File: src/hw/rtl/bif_pkg.sv
// Shared types and constants of the bilateral image filter.
// Depends on nothing; imported by the top level, bif_tables and bif_divider.
package bif_pkg;

    localparam int WEIGHT_FRAC_BITS = 16;  // fraction bits of a stored weight
    localparam int TW          = 17;   // stored weight width, Q1.16
    localparam int PIX_W       = 8;
    localparam int QW          = 8;    // quotient bits of one channel
    localparam int COLOR_DEPTH = 768;
    localparam int CIW         = 10;   // color index width
    localparam int OP_W        = 2;
    localparam int POS_W       = 10;

    localparam logic [OP_W-1:0] OP_COLOR  = 2'd0;
    localparam logic [OP_W-1:0] OP_SPACE  = 2'd1;
    localparam logic [OP_W-1:0] OP_PIXEL  = 2'd2;
    localparam logic [OP_W-1:0] OP_UNUSED = 2'd3;

    localparam int CFG_IDX_W  = 2;
    localparam int CFG_DATA_W = 11;
    localparam int RAD_W      = 3;
    localparam logic [CFG_IDX_W-1:0] REG_WIDTH  = 2'd0;
    localparam logic [CFG_IDX_W-1:0] REG_HEIGHT = 2'd1;
    localparam logic [CFG_IDX_W-1:0] REG_RADIUS = 2'd2;
    localparam logic [CFG_IDX_W-1:0] REG_BGR    = 2'd3;

    localparam int IN_TDATA_W  = 56;
    localparam int IN_IDX_LSB  = 0;
    localparam int IN_WT_LSB   = 10;
    localparam int IN_B_LSB    = 27;
    localparam int IN_G_LSB    = 35;
    localparam int IN_R_LSB    = 43;
    localparam int OUT_TDATA_W = 48;

    typedef struct packed {
        logic             color_we;
        logic             space_we;
        logic [CIW-1:0]   index;
        logic [TW-1:0]    weight;
    } t_tbl_wr;

endpackage

File: src/hw/rtl/bif_divider.sv
// Iterative rounding divider: quotient of (2*num + den) / (2*den), one bit a cycle.
// Depends on bif_pkg; the quotient is known to fit in QW bits.
module bif_divider #(
    parameter int SUMW = 33
) (
    input  logic                    i_clk,
    input  logic                    i_rst_n,
    input  logic                    i_start,
    input  logic [SUMW-1:0]         i_num,
    input  logic [SUMW-1:0]         i_den,
    output logic                    o_done,
    output logic [bif_pkg::QW-1:0]  o_quot
);
    import bif_pkg::*;

    localparam int NW = SUMW + 2;
    localparam int DW = NW + QW - 1;
    localparam int KW = $clog2(QW);

    logic          r_busy;
    logic          r_done;
    logic [KW-1:0] r_cnt;
    logic [NW-1:0] r_rem;
    logic [DW-1:0] r_dsh;
    logic [QW-1:0] r_quot;
    logic          fits;

    assign fits = DW'(r_rem) >= r_dsh;

    always_ff @(posedge i_clk) begin
        if (!i_rst_n) begin
            r_busy <= 1'b0;
            r_done <= 1'b0;
        end else begin
            r_done <= 1'b0;
            if (i_start) begin
                r_busy <= 1'b1;
                r_cnt  <= '0;
                r_quot <= '0;
                r_rem  <= NW'({i_num, 1'b0}) + NW'(i_den);
                r_dsh  <= DW'({i_den, 1'b0}) << (QW - 1);
            end else if (r_busy) begin
                if (fits) begin
                    r_rem <= r_rem - NW'(r_dsh);
                end
                r_quot <= {r_quot[QW-2:0], fits};
                r_dsh  <= r_dsh >> 1;
                r_cnt  <= r_cnt + KW'(1);
                if (r_cnt == KW'(QW - 1)) begin
                    r_busy <= 1'b0;
                    r_done <= 1'b1;
                end
            end
        end
    end

    assign o_done = r_done;
    assign o_quot = r_quot;

endmodule

File: config.mk
export PLATFORM = sky130hd
export DESIGN_NAME = bif_divider
export DESIGN_NICKNAME = d
export VERILOG_FILES = /design/src/hw/rtl/bif_pkg.sv /design/src/hw/rtl/bif_divider.sv
export SDC_FILE = /design/constraint.sdc
export NUM_CORES = 1
export LEC_CHECK = 0
export ABC_AREA = 1
export BUFFER_PORTS_ARGS = -buffer_cell sky130_fd_sc_hd__buf_2
export CORE_MARGIN = 4
export CORE_UTILIZATION = 65
export CTS_BUF_LIST = sky130_fd_sc_hd__clkbuf_2 sky130_fd_sc_hd__clkbuf_4 sky130_fd_sc_hd__clkbuf_8
export CTS_CLUSTER_DIAMETER = 150
export DETAILED_ROUTE_END_ITERATION = 10
export GPL_ROUTABILITY_DRIVEN = 0
export PLACE_DENSITY = 0.86
export RECOVER_POWER = 50
export SLEW_MARGIN = 20
export SYNTH_ARGS = -nofsm -noshare
export SYNTH_HDL_FRONTEND = slang
export SYNTH_SLANG_ARGS = --single-unit
export TNS_END_PERCENT = 5
File: constraint.sdc
create_clock -name i_clk -period 9.27 [get_ports i_clk]
set_clock_uncertainty 0.05 [all_clocks]
set_input_delay 0.4635 -clock i_clk [delete_from_list [all_inputs] [get_ports i_clk]]
set_output_delay 0.4635 -clock i_clk [all_outputs]
set_load 0.05 [all_outputs]
; Yosys cells after proc, flatten, opt, wreduce, memory -nomap -nowiden
; Cells that the tools add are included.
[op_classes]
n_addsub = 3
order_cmp = 1
eq_ne = 1
mux = 11
n_bitwise = 2
reduce_logical = 5
[op_table]
columns = cell, count
row1 = $mux W35, 3
row2 = $mux W41, 2
row3 = $ge A35 B41 Y1, 1
row4 = $add A34 B33 Y35, 1
row5 = $sub A35 B35 Y35, 1
row6 = $mux W8, 1
row7 = $mux W1, 4
row8 = $reduce_bool A2 Y1, 2
row9 = $add A3 B1 Y3 const B, 1
row10 = $eq A3 B3 Y1 const B, 1
row11 = $mux W3, 1
row12 = $reduce_and A3 Y1, 1
row13 = $reduce_or A3 Y1, 1
row14 = $not A1 Y1, 2
row15 = $reduce_and A2 Y1, 1
[word_totals]
reg_bits = 89
in_bits = 69
output_inout_bits = 9
elab_cells = 30

; Depth between registers and ports, before layout
; Gate-level depths: netlist of run 1.
[depth]
ltp_word = 4
depth_mapped = 16
ltp_nobuf = 16

; Worst setup path before layout of run 1
; OpenSTA, ideal clock, no wires.
[synth_timing]
path_kind = input to register
start = input port i_start
end = register r_rem[0], enable pin
setup_ps = 390
arrival_time_ps = 4422
setup_slack_ps = 4408
path_stages = 6
n_path_buf = 2
cell_sequence = buf_2 -> inv_1 -> clkbuf_1 -> a21oi_1 -> nand2_1 -> inv_1
[synth_between]
elab_chain_cells = 2
word_cells_on_any_way = 3
classes_between = reduce/logical (3)
[synth_rtl]
columns = element, line_no
row1 = "start, declared", bif_divider.sv:8  ; input logic i_start,
row2 = $reduce_bool A2 Y1 (no line), n/a
row3 = $reduce_and A3 Y1 (no line) *, n/a
row4 = "end signal, assigned", bif_divider.sv:40  ; r_rem <= NW'({i_num, 1'b0}) + NW'(i_den);
row5 = "end signal, assigned", bif_divider.sv:44  ; r_rem <= r_rem - NW'(r_dsh);
row6 = "end, declared", bif_divider.sv:23  ; logic [NW-1:0] r_rem;
; Every way passes the cells marked *; elsewhere a longest branch is shown, timed or not.
; A chain may end at the register's enable or synchronous reset.

; Worst setup path in the final report of run 1
[layout_timing]
start = input port i_start
end = register r_rem[32], enable pin
; Same word-level chain as after synthesis.

==> results.md, run 1 <==
- Final critical path time including I/O delays and setup: just under 5 ns
- Synth Instances: 1250
- Inserted Clock Buffers: 9
- Count of antenna-violating nets left after detailed routing: 0
- Worst reg2reg path startpoint: r_busy
- Aggregate global routing overflow: 0
- RSZ-0062 raised after global routing: false
- Fraction of synthesis flops using an asynchronous set or reset pin: 0%
- Leakage power of the design: ~4.6 nW
- Worst vdd ir: 61.3 uV
- Most common library cell in the layout ignoring fill and taps: nand2_1
- Yosys warning total: 0
- Setup slack after placement: about 6.5 ns
- Post-cts resize count: 0
- Master of the slowest instance on the critical path: clkbuf_1
- Floorplan die area: about 0.015 mm^2
- DR WL/cell: about 15 um
- Core ar.: roughly 0.013 mm^2
- Layout Area Growth over Synthesis: 8.33%
- Number of cells traversed by the worst register-to-register path: 6
- Slew at the pin closest to its max-slew limit: between 3 and 4 ns
- Area share of the largest cell type after synthesis: between 30% and 40%
- Post-CTS setup repair buffer count: 0
- Final hold slack: 0.319 ns
- Number of enable-type register cells in the synthesized netlist: a little under 90
- Nets: 1465
- Result of the run: complete, but fails checks
- Ports placed on the boundary: around 80
- PwrDens: 129 mW/mm^2
- Worst Setup EP: r_rem[32]
- TritonCTS clock tree: done
- Top cell type by total area after synthesis: edfxtp_1
- Reg-to-reg critical path endpoint: r_rem[32]
- Clk Tree Root Cell: clkbuf_8
- Number of maximum-capacitance violations: 4
- Mean Syn Cell Area: about 6.6 um^2
- Startpoint of the worst setup timing path: i_start
- Main synth FF type: edfxtp_1
- Number of antenna violations at the first check in global routing: 0
- Total vias in the final route: around 8600
- Longest Clk Path Bufs: 2
- Vias per Instance: between 5 and 6
- Vias in the first global route: about 7900
- Total of buffers placed on input and output ports: a little under 80
- Part of the Yosys area used for sequential elements: between 30% and 40%
- Largest fanout on the critical path: 54
- Length of the first detailed-routing pass in iterations: 6
- Starting density of the core: between 60% and 70%
- Reg clk slew, reported paths: 0.09 ns
- Capturing element type of the critical path: flop
- Fraction of layout cells with a size suffix above 1: 7.89%
- Total buffers and inverters traversed by the critical path: 5
- Total wire length: ~23 mm
- 1st-iter DRT viols: 900
- Pin count of the biggest net entering global routing: 86
- Number of unique standard cell types used by synthesis: 33
- Netlist area before placement: approximately 0.0083 mm^2
- Number of buffers inserted by hold repair at cts: 0
- WS Path Type: in2reg
- Syn Nets: around 1400
- Detailed-route DRC error count: 0
- Die width: between 100 and 150 um
- Overall fraction of global-route tracks in use: a little under a third
- H-Tree Depth: 3
- Final-report max-slew violation count: between 200 and 250
- CP top delay family: buffers and inverters
- Finished Layout Cells: ~1500
- Fill cell total of the finished layout: roughly 1100
- Synth area leaders: edfxtp_1 (31%), nand2_1 (18%), ha_1 (10%), inv_1 (9.1%), o21ai_0 (5.9%)
- Total placed cells including tap cells: ~1500
- Max Fclk: between 200 and 250 MHz
- Total design power: ~0.0012 W
- Most used cells in the layout excluding fill and tap cells: nand2_1 (399), inv_1 (201), nor2_1 (126)
- Final count of negative-setup-slack endpoints: 0
- Launch instance of the worst min-delay path: i_den[32]
- Fraction of the cycle the final worst path needs: a little over half
- Setup TNS: 0 ns
- Number of flip-flops and latches in the synthesized netlist: approximately 90
- Violated checks: max-capacitance violations, max-slew violations
- Wire length of the first global-routing pass: approximately 37 mm
- Data required time at the worst endpoint: roughly 9.2 ns
- Total stage count of the critical path: 7
- # rows: between 40 and 50
- Chip Height: 121 um
- R2R setup slack: about 5.5 ns
- Worst min-delay path category: in2reg
- Final Hold Viols: 0
- Total inserted antenna cells: 0
- DP HPWL: around 19 mm
- Clock sink total: between 80 and 90
- Worst stage delay on the critical path: 2.08 ns
- Final setup margin: around 4.3 ns
- WP data arrival: a little under 5 ns
- Headroom to the max-slew limit: -120%
- Clock Latency Late Sink: about 0.38 ns
- Category of the worst setup path launch point: primary input
- CP cell instances: clkbuf_1 -> inv_1 -> a21oi_4 -> clkbuf_1 -> nand2_1 -> inv_1 -> buf_4
cells in the mapped netlist, types with 3 or more instances:
master / count
clkbuf_1: 7
edfxtp_1: 87
buf_2: 4
a21boi_0: 3
nand3_1: 69
ha_1: 69
xor2_1: 11
nor2_2: 6
a21oi_1: 87
nand4_1: 12
nor4_1: 5
o21ai_0: 98
nor3_1: 13
nand2_2: 10
nand3b_1: 14
o21bai_1: 5
inv_1: 201
clkbuf_8: 3
nand2_1: 399
nor2_1: 126
kinds of logic after synthesis:
group | after synthesis | share of synthesized area, %
xor+xnor | 13 | 1.37
fa+ha+maj | 71 | 10.9
simple gates | 656 | 32.7
compound gates | 203 | 12.8
flops | 89 | 31.9
buf+inv | 218 | 10.3
worst min path at each step:
stage | endpoint | cells after the start
after floorplan | o_done | 2
after global placement | o_done | 2
after detailed placement | o_done | 2
after CTS | r_dsh[40] | 3
after global routing | r_dsh[9] | 3
final | r_dsh[40] | 3
cell type report:
| cell class | count | area (um^2) | share of cell area (%) |
|---|---|---|---|
| well taps | 172 | 215 | 2.39 |
| flip-flops and latches | 89 | 2650 | 29.5 |
| inverters | 201 | 754 | 8.39 |
| clock inverters | 7 | 52.6 | 0.584 |
| multi-input cells | 943 | 4810 | 53.4 |
| repair buffers | 81 | 392 | 4.35 |
| clock buffers | 9 | 124 | 1.38 |
stage by stage:
stage                     area, um^2  util, %
after floorplan                 8300        -
after global placement          8850     70.4
after detailed placement        8850     70.4
after CTS                       9020     71.8
after global routing            9000     71.6
final                           9000     71.6
routing by layer:
metal | vias to the layer above | GRT usage [%] | share of wire, %
li1 | 4217 | - | -
met1 | 3850 | 42.8 | 41
met2 | 473 | 51.7 | 45
met3 | 73 | 4.99 | 10
met4 | 0 | 13.5 | 3.6
met5 | - | 0 | 0
power by group:
part	switching, W	total (W)	leakage (nW)	internal (W)
Combinational	0.000287	0.000425	3.65	0.000138
Sequential	0.00000797	0.000487	0.845	0.000479
Clock	0.000146	0.000245	0.0799	0.0000986
Total	0.000441	0.00116	4.57	0.000716
sequential cells by signal, indices dropped and copies added (netlist names):
name and cells:
r_dsh 41, r_rem 35, o_quot 8, r_cnt 3, o_done 1, r_busy 1
worst min-delay path, cell delays in order:
cell,delay (ns)
buf_2,0.09
nand2_1,0.05
inv_1,0.04
Note: power is estimated with default switching activity, not from simulation.
==> run 2, diff against run 1 <==
- CORE_UTILIZATION: 65 -> 63
- PLACE_DENSITY: 0.86 -> 0.84
- clock period: 9.27 -> 4.75 ns (I/O delays scaled with it)
==> results.md, run 2 (synthesized netlist as in run 1, its figures left out) <==
- Most frequent cell on the critical path: inv_1
- Vias in the first global route: roughly 7900
- Worst min-delay path category: in2reg
- RSZ-0062 raised after global routing: false
- Flip-flop and latch area: ~0.0027 mm^2
- Cell area reported after detailed placement: ~0.009 mm^2
- Multi-input combinational cell area: roughly 0.0048 mm^2
- Post-CTS setup repair buffer count: 0
- Capturing element type of the critical path: flop
- Fraction of layout cells with a size suffix above 1: between 7 and 8%
- Layout Area Growth over Synthesis: 8.41%
- Nets: about 1500
- Number of buffers inserted by hold repair at cts: 0
- Total inserted antenna cells: 0
- Total vias in the final route: between 8000 and 9000
- Met1 usage in global routing: between 40% and 50%
- PwrDens: 253 mW/mm^2
- Setup TNS: 0 ns
- Final-report max-slew violation count: 127
- CP cell instances: buf_4 -> inv_1 -> a21oi_4 -> clkbuf_1 -> o21ai_0 -> inv_1
- Inserted Clock Buffers: 9
- Most used cells in the layout excluding fill and tap cells: nand2_1 (399), inv_1 (201), nor2_1 (126)
- Met2 global-route usage: between 40% and 50%
- Total placed cells including tap cells: ~1500
- Final Hold Viols: 0
- DP HPWL: about 19 mm
- Length of the first detailed-routing pass in iterations: 6
- Master of the slowest instance on the critical path: clkbuf_1
- Most common library cell in the layout ignoring fill and taps: nand2_1
- Total wire length: between 20 and 25 mm
- Overall fraction of global-route tracks in use: 31.3%
- Largest register by flop count: r_dsh
- Wire length of the first global-routing pass: approximately 37 mm
- H-Tree Depth: 3
- DR WL/cell: between 15 and 20 um
- Starting density of the core: between 60% and 70%
- Floorplan die area: 0.0151 mm^2
- Clk Tree Root Cell: clkbuf_8
- Number of flip-flops under the largest register name: a little over 40
- Clock Latency Late Sink: roughly 0.37 ns
- 1st-iter DRT viols: 884
- Violated checks: max-capacitance violations, max-slew violations
- Aggregate global routing overflow: 0
- Startpoint of the worst setup timing path: i_start
- Longest Clk Path Bufs: 2
- WS Path Type: in2reg
- Fraction of the cycle the final worst path needs: roughly 76%
- Worst reg2reg path startpoint: r_busy
- Worst stage delay on the critical path: just over 2 ns
- Number of maximum-capacitance violations: 2
- Core ar.: between 0.01 and 0.015 mm^2
- Pin count of the biggest net entering global routing: 73
- Chip Height: 123 um
- Finished Layout Cells: around 1500
- Max Fclk: 276 MHz
- Category of the worst setup path launch point: primary input
- Slew at the pin closest to its max-slew limit: approximately 2.9 ns
- Largest fanout on the critical path: 56
- Reg clk slew, reported paths: ~0.080 ns
- Post-Layout Inst Area: between 0.009 and 0.01 mm^2
- Launch instance of the worst min-delay path: i_den[32]
- Clock sink total: 89
- Total of buffers placed on input and output ports: 77
- Ports placed on the boundary: slightly below 80
- WP data arrival: ~3.9 ns
- Headroom to the max-slew limit: -91.8%
- Peak-usage layer in the global routing report: met2
- Final count of negative-setup-slack endpoints: 0
- Count of antenna-violating nets left after detailed routing: 0
- Leakage power of the design: 4.59 nW
- Final setup margin: 1.13 ns
- Vias per Instance: ~5.7
- Final critical path time including I/O delays and setup: 3.62 ns
- Setup slack after placement: approximately 1.8 ns
- Detailed-route DRC error count: 0
- TritonCTS clock tree: done
- Result of the run: complete, but fails checks
- Die width: about 120 um
- Worst vdd ir: about 140 uV
- Number of antenna violations at the first check in global routing: 0
- Post-cts resize count: 0
- Fill cell total of the finished layout: between 1000 and 1500
- Data required time at the worst endpoint: 5.01 ns
- # rows: slightly above 40
- GRT met3 Usage: under 10%
[run 2: through the flow]
step | hold slack [ns] | utilization, % | total power (W)
final | 0.0956 | 70.5 | 0.00228
after global routing | 0.0929 | 70.5 | 0.00242
after CTS | 0.0820 | 70.7 | 0.00226
after detailed placement | 0.466 | 69.3 | 0.00177
after global placement | 0.454 | 69.3 | 0.00175
after floorplan | 0.327 | - | 0.00154
[run 2: final timing paths]
check / end / slack [ns] / cells past startpoint
max: r_busy / 1.13 / 6
min: r_dsh[40] / 0.1 / 3
max reg2reg: r_busy / 1.57 / 5
min reg2reg: o_done / 0.47 / 2
[run 2: layout make-up]
class                      instances  share of cell area [%]
clock buffer                       9                    1.38
multi-input combinational        943                    53.3
sequential                        89                    29.5
tap                              172                    2.39
clock inverter                     6                   0.667
timing repair buffer              81                    4.43
inverter                         201                    8.38
[run 2: critical path, delay by kind of cell]
family          cells  cell delay (ns)
compound gates      2             0.56
buf+inv             4             3.06
[run 2: metal layers]
layer / up-vias / routed length (um)
met1: 3788 / 9710
met3: 68 / 2170
met4: 0 / 939
met5: - / 0
met2: 418 / 10300
li1: 4225 / -
[run 2: where the power goes]
part           total (W)  switching (W)  internal, W
registers       0.000949      0.0000145     0.000935
logic           0.000828       0.000562     0.000266
clock network   0.000500       0.000263     0.000237
==> run 3, diff against run 2 <==
- CORE_UTILIZATION: 63 -> 57
- PLACE_DENSITY: 0.84 -> 0.8
- clock period: 4.75 -> 3 ns (I/O delays scaled with it)
==> results.md, run 3 (synthesized netlist as in run 1, its figures left out) <==
- Worst min-delay path category: in2reg
- Setup slack after placement: roughly 0.49 ns
- Logic gate share of total power: about a third
- # rows: 43
- Most common library cell in the layout ignoring fill and taps: nand2_1
- Category of the worst setup path launch point: flop
- Wire length of the first global-routing pass: ~38 mm
- Post-CTS setup repair buffer count: 0
- Fraction of the cycle the final worst path needs: between 80% and 90%
- Nets: 1467
- Total of buffers placed on input and output ports: 77
- Worst vdd ir: approximately 200 uV
- Total vias in the final route: approximately 8600
- Number of cells traversed by the worst register-to-register path: 13
- Inserted Clock Buffers: 9
- DP HPWL: about 19 mm
- Switching part of the total power: a little over a third
- Largest fanout on the critical path: 24
- Pin count of the biggest net entering global routing: ~130
- Headroom to the max-slew limit: -53.1%
- Starting density of the core: 58.9%
- WS Path Type: reg2reg
- Aggregate global routing overflow: 0
- Detailed-route DRC error count: 0
- TritonCTS clock tree: done
- Overall fraction of global-route tracks in use: roughly 29%
- Total inserted antenna cells: 0
- Launch instance of the worst min-delay path: i_den[31]
- Data required time at the worst endpoint: about 3.0 ns
- Result of the run: complete, but fails checks
- Clk Tree Root Cell: clkbuf_8
- Utilization after layout: approximately 64%
- Slew at the pin closest to its max-slew limit: 2.30 ns
- Floorplan die area: 0.0166 mm^2
- Portion of total power attributed to sequential cells: 39.5%
- R2R setup slack: about 0.4 ns
- Portion of total power attributed to the clock network: about a quarter
- Worst reg2reg path startpoint: r_dsh[19]
- Violated checks: max-capacitance violations, max-slew violations
- Net switching component of the power: around 0.0013 W
- Final Hold Viols: 0
- Total wire length: roughly 24 mm
- Final-report max-slew violation count: 127
- Final count of negative-setup-slack endpoints: 0
- Count of antenna-violating nets left after detailed routing: 0
- Worst stage delay on the critical path: 0.37 ns
- Most used cells in the layout excluding fill and tap cells: nand2_1 (399), inv_1 (201), nor2_1 (126)
- H-Tree Depth: 3
- Layout Area Growth over Synthesis: 9.36%
- PwrDens: ~420 mW/mm^2
- Number of flip-flops under the largest register name: 41
- Chip Height: about 130 um
- Internal power: 0.00245 W
- Reg-to-reg critical path endpoint: r_rem[23]
- 1st-iter DRT viols: around 700
- Fill cell total of the finished layout: about 1400
- Destination of the worst hold path: r_dsh[39]
- Largest register by flop count: r_dsh
- Ports placed on the boundary: between 70 and 80
- Fraction of layout cells with a size suffix above 1: 8.05%
- Vias in the first global route: approximately 8000
- Max Fclk: between 300 and 400 MHz
- WP data arrival: 2.58 ns
- Length of the first detailed-routing pass in iterations: 5
- Clock sink total: just under 90
- Capturing element type of the critical path: flop
- Number of maximum-capacitance violations: 1
- Master of the slowest instance on the critical path: ha_1
- RSZ-0062 raised after global routing: false
- Post-cts resize count: 0
- Longest Clk Path Bufs: 2
- Reg clk slew, reported paths: 0.08 ns
- CP cell instances: inv_1 -> ha_1 -> nand2_1 -> nor2_1 -> nand2_1 -> nor2_1 -> nand2_1 -> nand3_1 -> nand3_1 -> nand3_1 -> nand2_1 -> inv_1 -> buf_4
- Die width: roughly 130 um
- Number of antenna violations at the first check in global routing: 0
- Number of buffers inserted by hold repair at cts: 1
- Startpoint of the worst setup timing path: r_dsh[19]
- Setup TNS: 0 ns
- DR WL/cell: 15.8 um
- Hold-critical path depth: 3
- Final critical path time including I/O delays and setup: between 2 and 3 ns
- Clock Latency Late Sink: just under 0.4 ns
- Core ar.: between 0.01 and 0.015 mm^2
- Final setup margin: about 0.41 ns
- Most frequent cell on the critical path: nand2_1
- Vias per Instance: around 5.7
- Leakage power of the design: 4.63 nW
[run 3: changes by cell type in the layout (fill, tap and decap cells not counted), sizes merged]
cell         change
clkinv           -3
bufinv           +2
dlygate4sd3      +1
clkinvlp         -1
clkbuf           +2
[run 3: cell type report]
| cell class | count | area [um^2] | share of cell area (%) |
|---|---|---|---|
| inverter | 201 | 754 | 8.31 |
| clock buffer | 10 | 131 | 1.45 |
| clock inverter | 4 | 93.8 | 1.03 |
| sequential | 89 | 2650 | 29.2 |
| multi-input combinational | 943 | 4810 | 52.9 |
| timing repair buffer | 83 | 418 | 4.60 |
| tap | 180 | 225 | 2.48 |
[run 3: power groups by stage]
| stage | clock [W] | sequential [W] | combinational (W) |
|---|---|---|---|
| after floorplan | 0 | 0.00155 | 0.000900 |
| after global placement | 0 | 0.00152 | 0.00126 |
| after detailed placement | 0 | 0.00153 | 0.00128 |
| after CTS | 0.000979 | 0.00150 | 0.00129 |
| after global routing | 0.00102 | 0.00151 | 0.00148 |
| final | 0.000972 | 0.00150 | 0.00133 |
[run 3: how the worst max path moves through the flow]
stage,to,slack [ns],depth (start not counted)
floorplan,r_rem[0],0.14,6
global placement,r_rem[16],0.55,12
detailed placement,r_rem[12],0.49,13
CTS,r_rem[23],0.46,13
global route,r_rem[23],0.17,13
finish,r_rem[23],0.41,13
[run 3: stage by stage]
step / cells / total power [W] / hold slack, ns / instance area, um^2
after floorplan: 1250 / 0.00244 / 0.273 / 8320
after global placement: 1495 / 0.00279 / 0.386 / 8880
after detailed placement: 1495 / 0.00281 / 0.381 / 8880
after CTS: 1510 / 0.00377 / 0.0200 / 9110
after global routing: 1510 / 0.00400 / 0.0496 / 9080
final: 1510 / 0.00380 / 0.0262 / 9080
[run 3: critical path, delay by kind of cell (launching register included)]
family,cells,cell delay (ns)
and+or+nand+nor,9,1.01
buffers and inverters,3,0.46
adders and majority gates,1,0.37
DFF,1,0.34
[run 3: routing by layer]
| layer | vias up | track usage, % | wire length, um |
|---|---|---|---|
| li1 | 4222 | - | - |
| met1 | 3793 | 38.2 | 9900 |
| met2 | 452 | 46.3 | 10600 |
| met3 | 92 | 3.82 | 2270 |
| met4 | 0 | 14.6 | 1140 |
| met5 | - | 0 | 0 |
